[src/rtl/core/tzk_pkg.sv]
// ----------------------------------------------------------------------------
// tzk_pkg
// Shared types and constants of the touch zone to key event block.
// ----------------------------------------------------------------------------
package tzk_pkg;

	localparam int unsigned NUM_ZONES  = 3;
	localparam int unsigned COORD_W    = 16;
	localparam int unsigned POS_W      = 12;
	localparam int unsigned TOL_W      = 10;
	localparam int unsigned KEY_W      = 10;
	localparam int unsigned CFG_ADDR_W = 3;
	localparam int unsigned CFG_DATA_W = 12;
	localparam int unsigned OUT_DATA_W = 16;
	localparam int unsigned FIFO_DEPTH = 4;
	localparam int unsigned FIFO_PTR_W = $clog2(FIFO_DEPTH);
	localparam int unsigned FIFO_CNT_W = $clog2(FIFO_DEPTH + 1);

	// event kinds carried on the input tuser
	typedef enum logic [1:0] {
		FUNC_TOUCH     = 2'd0,
		FUNC_POS_X     = 2'd1,
		FUNC_POS_Y     = 2'd2,
		FUNC_FRAME_END = 2'd3
	} func_t;

	// configuration register indexes
	typedef enum logic [CFG_ADDR_W-1:0] {
		REG_TARGET_ROW     = 3'd0,
		REG_ZONE_TOLERANCE = 3'd1,
		REG_ZONE0_CENTER   = 3'd2,
		REG_ZONE1_CENTER   = 3'd3,
		REG_ZONE2_CENTER   = 3'd4,
		REG_ZONE0_KEY      = 3'd5,
		REG_ZONE1_KEY      = 3'd6,
		REG_ZONE2_KEY      = 3'd7
	} cfg_reg_t;

	localparam logic [POS_W-1:0] RST_TARGET_ROW     = 12'd2040;
	localparam logic [TOL_W-1:0] RST_ZONE_TOLERANCE = 10'd50;
	localparam logic [POS_W-1:0] RST_ZONE0_CENTER   = 12'd200;
	localparam logic [POS_W-1:0] RST_ZONE1_CENTER   = 12'd500;
	localparam logic [POS_W-1:0] RST_ZONE2_CENTER   = 12'd800;
	localparam logic [KEY_W-1:0] RST_ZONE0_KEY      = 10'd580;
	localparam logic [KEY_W-1:0] RST_ZONE1_KEY      = 10'd125;
	localparam logic [KEY_W-1:0] RST_ZONE2_KEY      = 10'd158;

	typedef struct packed {
		logic [POS_W-1:0]                  target_row;
		logic [TOL_W-1:0]                  tolerance;
		logic [NUM_ZONES-1:0][POS_W-1:0]   center;
		logic [NUM_ZONES-1:0][KEY_W-1:0]   key;
	} cfg_t;

	typedef struct packed {
		logic [KEY_W-1:0] key_id;
		logic             pressed;
		logic             last;
	} result_t;

endpackage

[src/rtl/core/tzk_cfg_regs.sv]
// ----------------------------------------------------------------------------
// tzk_cfg_regs
// Configuration register file with write channel.
// ----------------------------------------------------------------------------
module tzk_cfg_regs (
	input  logic                           clk,
	input  logic                           arst_n,
	input  logic                           cfg_valid,
	output logic                           cfg_ready,
	input  logic [tzk_pkg::CFG_ADDR_W-1:0] cfg_addr,
	input  logic [tzk_pkg::CFG_DATA_W-1:0] cfg_data,
	output tzk_pkg::cfg_t                  cfg
);
	import tzk_pkg::*;

	cfg_t cfg_q;

	assign cfg_ready = 1'b1;
	assign cfg       = cfg_q;

	always_ff @(posedge clk or negedge arst_n) begin
		if (!arst_n) begin
			cfg_q.target_row <= RST_TARGET_ROW;
			cfg_q.tolerance  <= RST_ZONE_TOLERANCE;
			cfg_q.center[0]  <= RST_ZONE0_CENTER;
			cfg_q.center[1]  <= RST_ZONE1_CENTER;
			cfg_q.center[2]  <= RST_ZONE2_CENTER;
			cfg_q.key[0]     <= RST_ZONE0_KEY;
			cfg_q.key[1]     <= RST_ZONE1_KEY;
			cfg_q.key[2]     <= RST_ZONE2_KEY;
		end else if (cfg_valid && cfg_ready) begin
			case (cfg_reg_t'(cfg_addr))
				REG_TARGET_ROW:     cfg_q.target_row <= cfg_data[POS_W-1:0];
				REG_ZONE_TOLERANCE: cfg_q.tolerance  <= cfg_data[TOL_W-1:0];
				REG_ZONE0_CENTER:   cfg_q.center[0]  <= cfg_data[POS_W-1:0];
				REG_ZONE1_CENTER:   cfg_q.center[1]  <= cfg_data[POS_W-1:0];
				REG_ZONE2_CENTER:   cfg_q.center[2]  <= cfg_data[POS_W-1:0];
				REG_ZONE0_KEY:      cfg_q.key[0]     <= cfg_data[KEY_W-1:0];
				REG_ZONE1_KEY:      cfg_q.key[1]     <= cfg_data[KEY_W-1:0];
				REG_ZONE2_KEY:      cfg_q.key[2]     <= cfg_data[KEY_W-1:0];
				default: begin
				end
			endcase
		end
	end

endmodule

[src/rtl/core/tzk_zone_match.sv]
// ----------------------------------------------------------------------------
// tzk_zone_match
// Window compare of X against all zones, lowest enabled hit wins.
// ----------------------------------------------------------------------------
module tzk_zone_match (
	input  tzk_pkg::cfg_t                    cfg,
	input  logic signed [tzk_pkg::COORD_W-1:0] pos_x,
	output logic [tzk_pkg::KEY_W-1:0]        key
);
	import tzk_pkg::*;

	localparam int unsigned CMP_W = COORD_W + 2;

	logic signed [CMP_W-1:0] x_w;
	logic [NUM_ZONES-1:0]    hit;

	assign x_w = CMP_W'(pos_x);

	for (genvar z = 0; z < NUM_ZONES; z++) begin : g_zone
		logic signed [CMP_W-1:0] lo;
		logic signed [CMP_W-1:0] hi;
		assign lo     = $signed(CMP_W'(cfg.center[z])) - $signed(CMP_W'(cfg.tolerance));
		assign hi     = $signed(CMP_W'(cfg.center[z])) + $signed(CMP_W'(cfg.tolerance));
		assign hit[z] = (cfg.key[z] != '0) && (x_w >= lo) && (x_w <= hi);
	end

	// walk from the last zone down so that zone 0 has the final word
	always_comb begin
		key = '0;
		for (int i = NUM_ZONES - 1; i >= 0; i--) begin
			if (hit[i]) begin
				key = cfg.key[i];
			end
		end
	end

endmodule

[src/rtl/core/tzk_out_fifo.sv]
// ----------------------------------------------------------------------------
// tzk_out_fifo
// Small result queue taking up to two results a cycle, giving one.
// ----------------------------------------------------------------------------
module tzk_out_fifo (
	input  logic             clk,
	input  logic             arst_n,
	input  logic [1:0]       push_n,
	input  tzk_pkg::result_t push_d0,
	input  tzk_pkg::result_t push_d1,
	output logic             room,
	output logic             out_valid,
	input  logic             out_ready,
	output tzk_pkg::result_t out_data
);
	import tzk_pkg::*;

	result_t               mem [FIFO_DEPTH];
	logic [FIFO_PTR_W-1:0] wr_ptr_q;
	logic [FIFO_PTR_W-1:0] rd_ptr_q;
	logic [FIFO_CNT_W-1:0] count_q;
	logic                  pop;

	// room for a worst-case pair, ignoring a pop in the same cycle
	assign room      = count_q <= FIFO_CNT_W'(FIFO_DEPTH - 2);
	assign out_valid = count_q != '0;
	assign out_data  = mem[rd_ptr_q];
	assign pop       = out_valid && out_ready;

	always_ff @(posedge clk) begin
		if (push_n != 2'd0) begin
			mem[wr_ptr_q] <= push_d0;
		end
		if (push_n == 2'd2) begin
			mem[wr_ptr_q + FIFO_PTR_W'(1)] <= push_d1;
		end
	end

	always_ff @(posedge clk or negedge arst_n) begin
		if (!arst_n) begin
			wr_ptr_q <= '0;
			rd_ptr_q <= '0;
			count_q  <= '0;
		end else begin
			wr_ptr_q <= wr_ptr_q + FIFO_PTR_W'(push_n);
			if (pop) begin
				rd_ptr_q <= rd_ptr_q + FIFO_PTR_W'(1);
			end
			count_q <= count_q + FIFO_CNT_W'(push_n) - FIFO_CNT_W'(pop);
		end
	end

endmodule

[src/rtl/core/touch_zone_to_key_events.sv]
// ----------------------------------------------------------------------------
// touch_zone_to_key_events
// Turns a decoded touch event stream into navigation key press and release beats.
// ----------------------------------------------------------------------------
//  channel  | direction | beat contents
//  ---------+-----------+-----------------------------------------------------
//  s_*      | in        | tuser = func, tdata = event_value
//  m_*      | out       | tdata[9:0] = key_id, tuser = pressed, tlast = last
//  cfg_*    | in        | cfg_addr = register index, cfg_data = value
//
//  An input beat is registered, then handled by one pass of state update and
//  three-window compare once the output queue has room for a pair; one beat
//  per cycle is sustained while it keeps that room. A frame end that moves the
//  held key writes one or two results into a four-entry output queue; the
//  input stage waits while fewer than two entries are free.
//  Reset returns the registers to their defaults, clears touch and held key,
//  and sets both positions to all ones. A stalled m_tready backs up the queue
//  and then the input stage; nothing is dropped.
// ----------------------------------------------------------------------------
module touch_zone_to_key_events (
	input  logic                           clk,
	input  logic                           arst_n,
	// input stream
	input  logic                           s_tvalid,
	output logic                           s_tready,
	input  logic [tzk_pkg::COORD_W-1:0]    s_tdata,   // [15:0] event_value
	input  logic [1:0]                     s_tuser,   // [1:0] func
	// result stream
	output logic                           m_tvalid,
	input  logic                           m_tready,
	output logic [tzk_pkg::OUT_DATA_W-1:0] m_tdata,   // [9:0] key_id, [15:10] zero
	output logic                           m_tuser,   // [0] pressed
	output logic                           m_tlast,
	// configuration write channel
	input  logic                           cfg_valid,
	output logic                           cfg_ready,
	input  logic [tzk_pkg::CFG_ADDR_W-1:0] cfg_addr,
	input  logic [tzk_pkg::CFG_DATA_W-1:0] cfg_data
);
	import tzk_pkg::*;

	cfg_t cfg;

	// input register
	logic                      valid_s1;
	func_t                     func_s1;
	logic signed [COORD_W-1:0] value_s1;

	// tracked touch state
	logic                      touch_q;
	logic signed [COORD_W-1:0] pos_x_q;
	logic signed [COORD_W-1:0] pos_y_q;
	logic [KEY_W-1:0]          held_q;

	logic             room;
	logic             advance;
	logic             frame_end;
	logic [KEY_W-1:0] zone_key;
	logic [KEY_W-1:0] target;
	logic             row_hit;
	logic             do_release;
	logic             do_press;
	logic [1:0]       push_n;
	result_t          push_d0;
	result_t          push_d1;
	result_t          out_data;

	tzk_cfg_regs u_cfg (
		.clk       (clk),
		.arst_n    (arst_n),
		.cfg_valid (cfg_valid),
		.cfg_ready (cfg_ready),
		.cfg_addr  (cfg_addr),
		.cfg_data  (cfg_data),
		.cfg       (cfg)
	);

	// advance the registered beat only when the queue can take a pair
	assign advance  = valid_s1 && room;
	assign s_tready = !valid_s1 || room;

	always_ff @(posedge clk or negedge arst_n) begin
		if (!arst_n) begin
			valid_s1 <= 1'b0;
		end else if (s_tready) begin
			valid_s1 <= s_tvalid;
		end
	end

	always_ff @(posedge clk) begin
		if (s_tvalid && s_tready) begin
			func_s1  <= func_t'(s_tuser);
			value_s1 <= s_tdata;
		end
	end

	tzk_zone_match u_match (
		.cfg   (cfg),
		.pos_x (pos_x_q),
		.key   (zone_key)
	);

	// a key row needs touch down and Y equal to the row register
	assign row_hit    = touch_q && (pos_y_q == $signed(COORD_W'(cfg.target_row)));
	assign target     = row_hit ? zone_key : '0;
	assign frame_end  = advance && (func_s1 == FUNC_FRAME_END);
	assign do_release = frame_end && (target != held_q) && (held_q != '0);
	assign do_press   = frame_end && (target != held_q) && (target != '0);
	assign push_n     = 2'(do_release) + 2'(do_press);

	// release goes first; it is last only when no press follows
	always_comb begin
		push_d1.key_id  = target;
		push_d1.pressed = 1'b1;
		push_d1.last    = 1'b1;
		if (do_release) begin
			push_d0.key_id  = held_q;
			push_d0.pressed = 1'b0;
			push_d0.last    = !do_press;
		end else begin
			push_d0 = push_d1;
		end
	end

	// update the tracked state as each beat leaves the input register
	always_ff @(posedge clk or negedge arst_n) begin
		if (!arst_n) begin
			touch_q <= 1'b0;
			pos_x_q <= '1;
			pos_y_q <= '1;
			held_q  <= '0;
		end else if (advance) begin
			case (func_s1)
				FUNC_TOUCH:     touch_q <= value_s1 != '0;
				FUNC_POS_X:     pos_x_q <= value_s1;
				FUNC_POS_Y:     pos_y_q <= value_s1;
				FUNC_FRAME_END: held_q  <= target;
				default: begin
				end
			endcase
		end
	end

	tzk_out_fifo u_fifo (
		.clk       (clk),
		.arst_n    (arst_n),
		.push_n    (push_n),
		.push_d0   (push_d0),
		.push_d1   (push_d1),
		.room      (room),
		.out_valid (m_tvalid),
		.out_ready (m_tready),
		.out_data  (out_data)
	);

	assign m_tdata = OUT_DATA_W'(out_data.key_id);
	assign m_tuser = out_data.pressed;
	assign m_tlast = out_data.last;

	// a pair is always release then press, with last on the press only
	a_pair_order: assert property (@(posedge clk) disable iff (!arst_n)
		(push_n == 2'd2) |-> (!push_d0.pressed && !push_d0.last &&
			push_d1.pressed && push_d1.last))
		else $error("result pair out of order");

	// no result ever names key zero
	a_no_null_key: assert property (@(posedge clk) disable iff (!arst_n)
		(push_n != 2'd0) |-> (push_d0.key_id != '0))
		else $error("result with empty key");

	// the held key moves only on a frame end leaving the input register
	a_held_on_frame: assert property (@(posedge clk) disable iff (!arst_n)
		!frame_end |=> $stable(held_q))
		else $error("held key changed outside a frame end");

	// input stalls only behind a queue short of room for a pair, with a beat waiting
	a_stall_cause: assert property (@(posedge clk) disable iff (!arst_n)
		!s_tready |-> (valid_s1 && !room && m_tvalid))
		else $error("input stalled without cause");

endmodule

[config.mk]
export PLATFORM = sky130hd
export DESIGN_NAME = touch_zone_to_key_events
export DESIGN_NICKNAME = d
export VERILOG_FILES = /design/src/rtl/core/tzk_pkg.sv /design/src/rtl/core/tzk_cfg_regs.sv /design/src/rtl/core/tzk_zone_match.sv /design/src/rtl/core/tzk_out_fifo.sv /design/src/rtl/core/touch_zone_to_key_events.sv
export SDC_FILE = /design/constraint.sdc
export NUM_CORES = 1
export LEC_CHECK = 0
export BUFFER_PORTS_ARGS = -buffer_cell sky130_fd_sc_hd__buf_2
export CAP_MARGIN = 5
export CORE_MARGIN = 2
export CORE_UTILIZATION = 40
export CTS_CLUSTER_SIZE = 14
export DETAILED_ROUTE_END_ITERATION = 8
export HOLD_SLACK_MARGIN = 0.15
export PLACE_DENSITY = 0.63
export SYNTH_ARGS = -nofsm -noshare
export SYNTH_HDL_FRONTEND = slang
export SYNTH_SLANG_ARGS = --single-unit
[constraint.sdc]
create_clock -name clk -period 9.13 [get_ports clk]
set_input_delay 0.4565 -clock clk [delete_from_list [all_inputs] [get_ports clk]]
set_output_delay 0.4565 -clock clk [all_outputs]
set_load 0.02 [all_outputs]
==> results of run 1 <==
[stage by stage]
step	std cells	hold WS (ns)	utilization, %
after floorplan	1232	0.1609	-
after global placement	1684	0.4604	42.36
after detailed placement	1684	0.4684	42.36
after CTS	1750	0.2325	45.63
after global routing	1750	0.2414	45.63
final	1750	0.2390	45.63
[cells by family after synthesis]
group	after synthesis	synth area share (%)
AOI/OAI and AO/OA	269	13.11
and+or+nand+nor	242	9.769
DFF	205	40.42
adders and majority gates	161	15.28
buffers and inverters	138	4.385
muxes	129	11.74
xor gates and xnor gates	81	5.245
other	2	0.05552
[worst max-delay path: cells and delay by family, from the launching register on]
family,cells,cell delay [ns]
xor gates and xnor gates,1,0.13
DFF,1,0.57
buffers and inverters,2,0.33
and+or+nand+nor,9,2.00
AOI/OAI and AO/OA,12,3.85
adders and majority gates,3,1.29
[state kept, by name, indices dropped and copies added, names as in the netlist]
name	count
func_s1	2
held_q	10
pos_x_q	16
pos_y_q	16
touch_q	1
u_cfg.cfg	88
u_fifo.count_q	3
u_fifo.mem	48
u_fifo.rd_ptr_q	2
u_fifo.wr_ptr_q	2
valid_s1	1
value_s1	16
[cell type report]
class,count,area (µm²)
Inverter,83,316.6
Multi-Input combinational cell,889,7505
Sequential cell,205,5466
Timing Repair Buffer,79,521.8
Tap cell,448,560.5
Fill cell,3088,18190
Clock inverter,8,125.1
Clock buffer,38,767.0
[timing repair]
item                      in CTS  in global routing
hold buffers                  20                  0
gates resized for setup        0                  0
hold endpoints to repair      62                  0
[where the power goes]
| group | switching [mW] | internal (mW) | total, mW | leakage [nW] |
|---|---|---|---|---|
| clock | 0.391 | 0.664 | 1.05 | 0.434 |
| combinational | 1.17 | 0.978 | 2.15 | 3.65 |
| sequential | 0.278 | 1.23 | 1.50 | 2.19 |
[layout by cell type (no fill, tap or decap), types with 10 or more instances in the layout]
master | netlist | final
nand2_1 | 47 | 47
clkbuf_16 | 0 | 27
nand4_1 | 19 | 19
xnor2_1 | 66 | 66
nand3_1 | 18 | 18
o21ai_0 | 53 | 53
dfrtp_1 | 70 | 70
dlygate4sd3_1 | 0 | 20
nor2b_1 | 18 | 18
a211oi_1 | 17 | 17
inv_1 | 82 | 82
xor2_1 | 15 | 15
nor2_1 | 56 | 56
ha_1 | 154 | 154
buf_2 | 4 | 50
o211ai_1 | 16 | 16
mux4_2 | 12 | 12
a22o_1 | 40 | 40
edfxtp_1 | 58 | 58
mux2_2 | 117 | 117
dfstp_2 | 69 | 69
nor4_1 | 14 | 14
nand2b_1 | 20 | 20
o21bai_1 | 10 | 10
a21oi_1 | 85 | 85
[metal layers]
metal | part of all wire (%) | global-route usage (%) | vias to the layer above
li1 | - | - | 4579
met1 | 46 | 24.74 | 4637
met2 | 50 | 33.55 | 143
met3 | 2.5 | 2.059 | 48
met4 | 2.2 | 4.149 | 0
met5 | 0 | 0 | -
[final timing paths]
check                      cells past startpoint  slack, ns                           from                             to
setup / recovery                              27       0.82      u_cfg.cfg[67]$_DFFE_PN1P_     u_fifo.mem[1][8]$_DFFE_PP_
hold / removal                                 2       0.24                   cfg_data[10]      u_cfg.cfg[40]$_DFFE_PN0P_
setup reg to reg                              27       0.82      u_cfg.cfg[67]$_DFFE_PN1P_     u_fifo.mem[1][8]$_DFFE_PP_
hold reg to reg                                1       0.47  u_fifo.mem[2][0]$_SDFFE_PP1P_  u_fifo.mem[2][0]$_SDFFE_PP1P_
max in group asynchronous                      3       7.35                         arst_n      u_cfg.cfg[66]$_DFFE_PN0P_
min in group asynchronous                      2       0.61                         arst_n      u_cfg.cfg[35]$_DFFE_PN0P_
==> results_dict.tcl, run 1 <==
set metrics [dict create \
    clock_latency_ns 0.53 \
    die_w_um 187.9 \
    fin_skew_ns 0.02508 \
    start_util_pct 40.44 \
    yosysSeqAreaShare_pct 40.42 \
    synth_seq_cells 205 \
    finalInstanceArea_mm2 0.01526 \
    worstPathMaxFanout 21 \
    io_pins 59 \
    hold_viol 0 \
    hp-class "in -> reg" \
    setup_slack_ns 0.8200 \
    yosysTopAreaCell "ha_1" \
    synth_common_cells "154 x ha_1, 117 x mux2_2, 85 x a21oi_1" \
    cts_tree "yes" \
    cts_buffers 26 \
    end_kind "flip-flop" \
    startpoint_type "flip-flop" \
    finalPower_mw 4.711 \
    grt_max_degree 92 \
    gp_congestion 0.8419 \
    drc 0 \
    routed_wl_um 32890 \
    tightestPinTransition_ns 1.139 \
    critPathMaxStageDelay_ns 0.83 \
    firstDrtPassIters 5 \
    ir_drop_mv 0.2838 \
    antenna_found_initial 0 \
    crit_arrival_ns 8.68 \
    drive_gt1_share_pct 24.58 \
    port_buffers 51 \
    rsz0062_at_grt "no" \
    synthCells 1227 \
    synth_top_flop_cell "dfrtp_1" \
    drt_first_iter_violations 452 \
    status "finished clean" \
    core_area_mm2 0.03345 \
    post_drt_wl_per_cell_um 18.79 \
    die_area_mm2 0.03530 \
    timing.final.crit_share_pct 91.02 \
    netlist_area_mm2 0.01353 \
    post_cts_buffers 0 \
    avgSynthCellArea_um2 11.02 \
    cp_data_required_time_ns 9.50 \
    yosysMostFrequentCell "ha_1" \
    overflow 0 \
    drt-vias-per-instance 5.375 \
    antenna_cells 0 \
    cp_slowest_cell "o32ai_2" \
    die_height_um 187.9 \
    maxCapViolCount 0 \
    synth_top_area_share_pct 14.25 \
    grt_pass1_wl_um 52990 \
    grt_pass1_vias 9626 \
    synth-edff-count 58 \
    p_leak_nw 6.270 \
    slew_viol_final 0 \
    synthTopCellsByArea "ha_1 14%, dfstp_2 13%, dfrtp_1 13%, edfxtp_1 13%, mux2_2 9.7%" \
    root_buffer "clkbuf_16" \
    num_rows 67 \
    period_minus_slack_ns 8.310 \
    synth_cell_types 74 \
    finalNetCount 1483 \
    async_reset_ff_share_pct 67.80 \
    tns_ns 0 \
    vias 9407 \
    path_clk_slew_ns 0.05 \
    setup_violations 0 \
    grtUsageTotal_pct 18.87 \
    htree_levels 1 \
    pre_cts_slack_ns 0.9617 \
    hpwl_um 24580 \
    area_growth_syn_to_layout_pct 12.84 \
    power_density_mw_per_mm2 308.6 \
    cpMostUsedCell "a21oi_1" \
    cts.sinks 205 \
    yosys_warnings 0 \
    postRouteAntennaNets 0 \
    relSlewSlack_pct 23.65 \
    cts_buffer_depth 3 \
    placed_area_mm2 0.01417 \
    crit_type "reg -> reg" \
    fmax_mhz 120.3 \
]
(Power assumes the default switching activity.)
==> inputs of run 2 (changes only) <==
--- a/config.mk
+++ b/config.mk
@@ -8,11 +8,11 @@
 export BUFFER_PORTS_ARGS = -buffer_cell sky130_fd_sc_hd__buf_2
 export CAP_MARGIN = 5
 export CORE_MARGIN = 2
-export CORE_UTILIZATION = 40
+export CORE_UTILIZATION = 30
 export CTS_CLUSTER_SIZE = 14
 export DETAILED_ROUTE_END_ITERATION = 8
 export HOLD_SLACK_MARGIN = 0.15
-export PLACE_DENSITY = 0.63
+export PLACE_DENSITY = 0.52
 export SYNTH_ARGS = -nofsm -noshare
 export SYNTH_HDL_FRONTEND = slang
 export SYNTH_SLANG_ARGS = --single-unit
==> constraint.sdc (replaced) <==
create_clock -name clk -period 9.13 [get_ports clk]
set_input_delay 1.3695 -clock clk [delete_from_list [all_inputs] [get_ports clk]]
set_output_delay 1.3695 -clock clk [all_outputs]
set_load 0.02 [all_outputs]
==> results_dict.tcl, run 2 (same netlist as run 1, synthesis figures left out) <==
set metrics [dict create \
    path_clk_slew_ns 0.06 \
    cts.sinks 205 \
    worstPathMaxFanout 21 \
    io_pins 59 \
    antenna_found_initial 1 \
    setup_violations 0 \
    period_minus_slack_ns 8.292 \
    overflow 0 \
    clkPwrFrac_pct 22.0 \
    fmax_mhz 120.6 \
    crit_type "reg -> reg" \
    grt_max_degree 85 \
    grtUsageTotal_pct 15.16 \
    p_leak_nw 6.193 \
    grt_pass1_wl_um 55970 \
    startpoint_type "flip-flop" \
    hold_viol 0 \
    whs_path_depth 2 \
    drive_gt1_share_pct 25.00 \
    slew_viol_final 0 \
    post_cts_buffers 0 \
    timing.final.crit_share_pct 90.82 \
    htree_levels 1 \
    cp.depth 27 \
    die_area_mm2 0.04680 \
    die_w_um 216.3 \
    fin_skew_ns 0.02384 \
    fillers 4500 \
    p_sw_mw 1.889 \
    relSlewSlack_pct 28.74 \
    cts_resized 0 \
    drc 0 \
    reg2reg_depth 27 \
    place_inst 1830 \
    rsz0062_at_grt "no" \
    core_area_mm2 0.04432 \
    routed_wl_um 34720 \
    area_growth_syn_to_layout_pct 12.65 \
    firstDrtPassIters 5 \
    cts_tree "yes" \
    tns_ns 0 \
    critPathMaxStageDelay_ns 0.77 \
    clock_latency_ns 0.55 \
    p_int_mw 2.846 \
    maxCapViolCount 0 \
    end_kind "flip-flop" \
    cp_slowest_cell "o32ai_2" \
    antenna_cells 0 \
    status "finished clean" \
    hpwl_um 27050 \
    drt_first_iter_violations 465 \
    postRouteAntennaNets 0 \
    power_frac_comb_pct 46.4 \
    finalNetCount 1464 \
    final_cell_mix "154 x ha_1, 117 x mux2_2, 85 x a21oi_1, 82 x inv_1, 70 x dfrtp_1" \
    crit_arrival_ns 8.69 \
    port_buffers 51 \
    gp_congestion 0.8588 \
    cp_data_required_time_ns 9.53 \
    seqPwrFrac_pct 31.6 \
    tightestPinTransition_ns 1.063 \
    fin_cells 1876 \
    cts_buffers 25 \
    crit_family "compound AO/OA/AOI/OAI gates" \
    num_rows 77 \
    hp-class "reg -> reg" \
    ir_drop_mv 0.1447 \
    swShare_pct 39.90 \
    start_util_pct 30.52 \
    root_buffer "clkbuf_16" \
    largest_register_ffs 88 \
    cpMostUsedCell "a21oi_1" \
    crit_buf_inv 2 \
    vias 9281 \
    power_density_mw_per_mm2 310.7 \
    cts_buffer_depth 3 \
    final_common_cell "ha_1" \
    post_drt_wl_per_cell_um 18.51 \
    drt-vias-per-instance 4.947 \
    die_height_um 216.3 \
    ctsHoldBuffers 0 \
    grt_pass1_vias 9753 \
]
run 2: per-stage QoR:
stage | util, % | cell area (µm²) | power [mW] | setup WS, ns | hold slack [ns]
floorplan | - | 13540 | 3.094 | 1.981 | 0.4310
global placement | 32.41 | 14370 | 3.655 | 0.9372 | 0.4640
detailed placement | 32.41 | 14370 | 3.702 | 0.8546 | 0.4696
CTS | 34.38 | 15240 | 4.778 | 0.8304 | 0.4832
global route | 34.38 | 15240 | 5.144 | 0.1261 | 0.5153
finish | 34.38 | 15240 | 4.735 | 0.8384 | 0.4841
run 2: cell type report:
class                           count  area, µm²  share of cell area (%)
Inverter                           83      316.6                   2.078
Tap cell                          592      740.7                   4.861
Clock buffer                       33      721.9                   4.738
Sequential cell                   205       5466                   35.88
Clock inverter                     13      150.1                  0.9854
Multi-Input combinational cell    889       7505                   49.25
Timing Repair Buffer               61      336.6                   2.209
run 2: power by group through the flow:
| stage | Clock [mW] | Sequential, mW | Combinational (mW) |
|---|---|---|---|
| after detailed placement | 0 | 1.52 | 2.18 |
| after global placement | 0 | 1.52 | 2.14 |
| after floorplan | 0 | 1.38 | 1.72 |
| after CTS | 1.07 | 1.51 | 2.20 |
| final | 1.04 | 1.50 | 2.20 |
| after global routing | 1.11 | 1.53 | 2.50 |
run 2: tightest hold or removal path: cells and delay by family (launching register included):
kind	cells	cell delay, ns
DFF	1	0.33
and+or+nand+nor	2	0.12
run 2: final timing paths:
path | startpoint | slack (ns) | endpoint
setup / recovery | u_cfg.cfg[67]$_DFFE_PN1P_ | 0.84 | u_fifo.mem[1][5]$_DFFE_PP_
hold / removal | u_fifo.mem[2][1]$_SDFFE_PP1P_ | 0.48 | u_fifo.mem[2][1]$_SDFFE_PP1P_
setup reg to reg | u_cfg.cfg[67]$_DFFE_PN1P_ | 0.84 | u_fifo.mem[1][5]$_DFFE_PP_
hold reg to reg | u_fifo.mem[2][1]$_SDFFE_PP1P_ | 0.48 | u_fifo.mem[2][1]$_SDFFE_PP1P_
max in group asynchronous | arst_n | 6.98 | u_cfg.cfg[78]$_DFFE_PN0P_
min in group asynchronous | arst_n | 0.91 | u_cfg.cfg[76]$_DFFE_PN0P_
run 2: layer usage:
layer	vias up	part of all wire (%)	GRT usage [%]
met5	-	0.037	0
met4	2	2.3	3.584
met3	48	2.8	2.077
met2	142	47	25.69
met1	4527	48	20.45
li1	4562	-	-
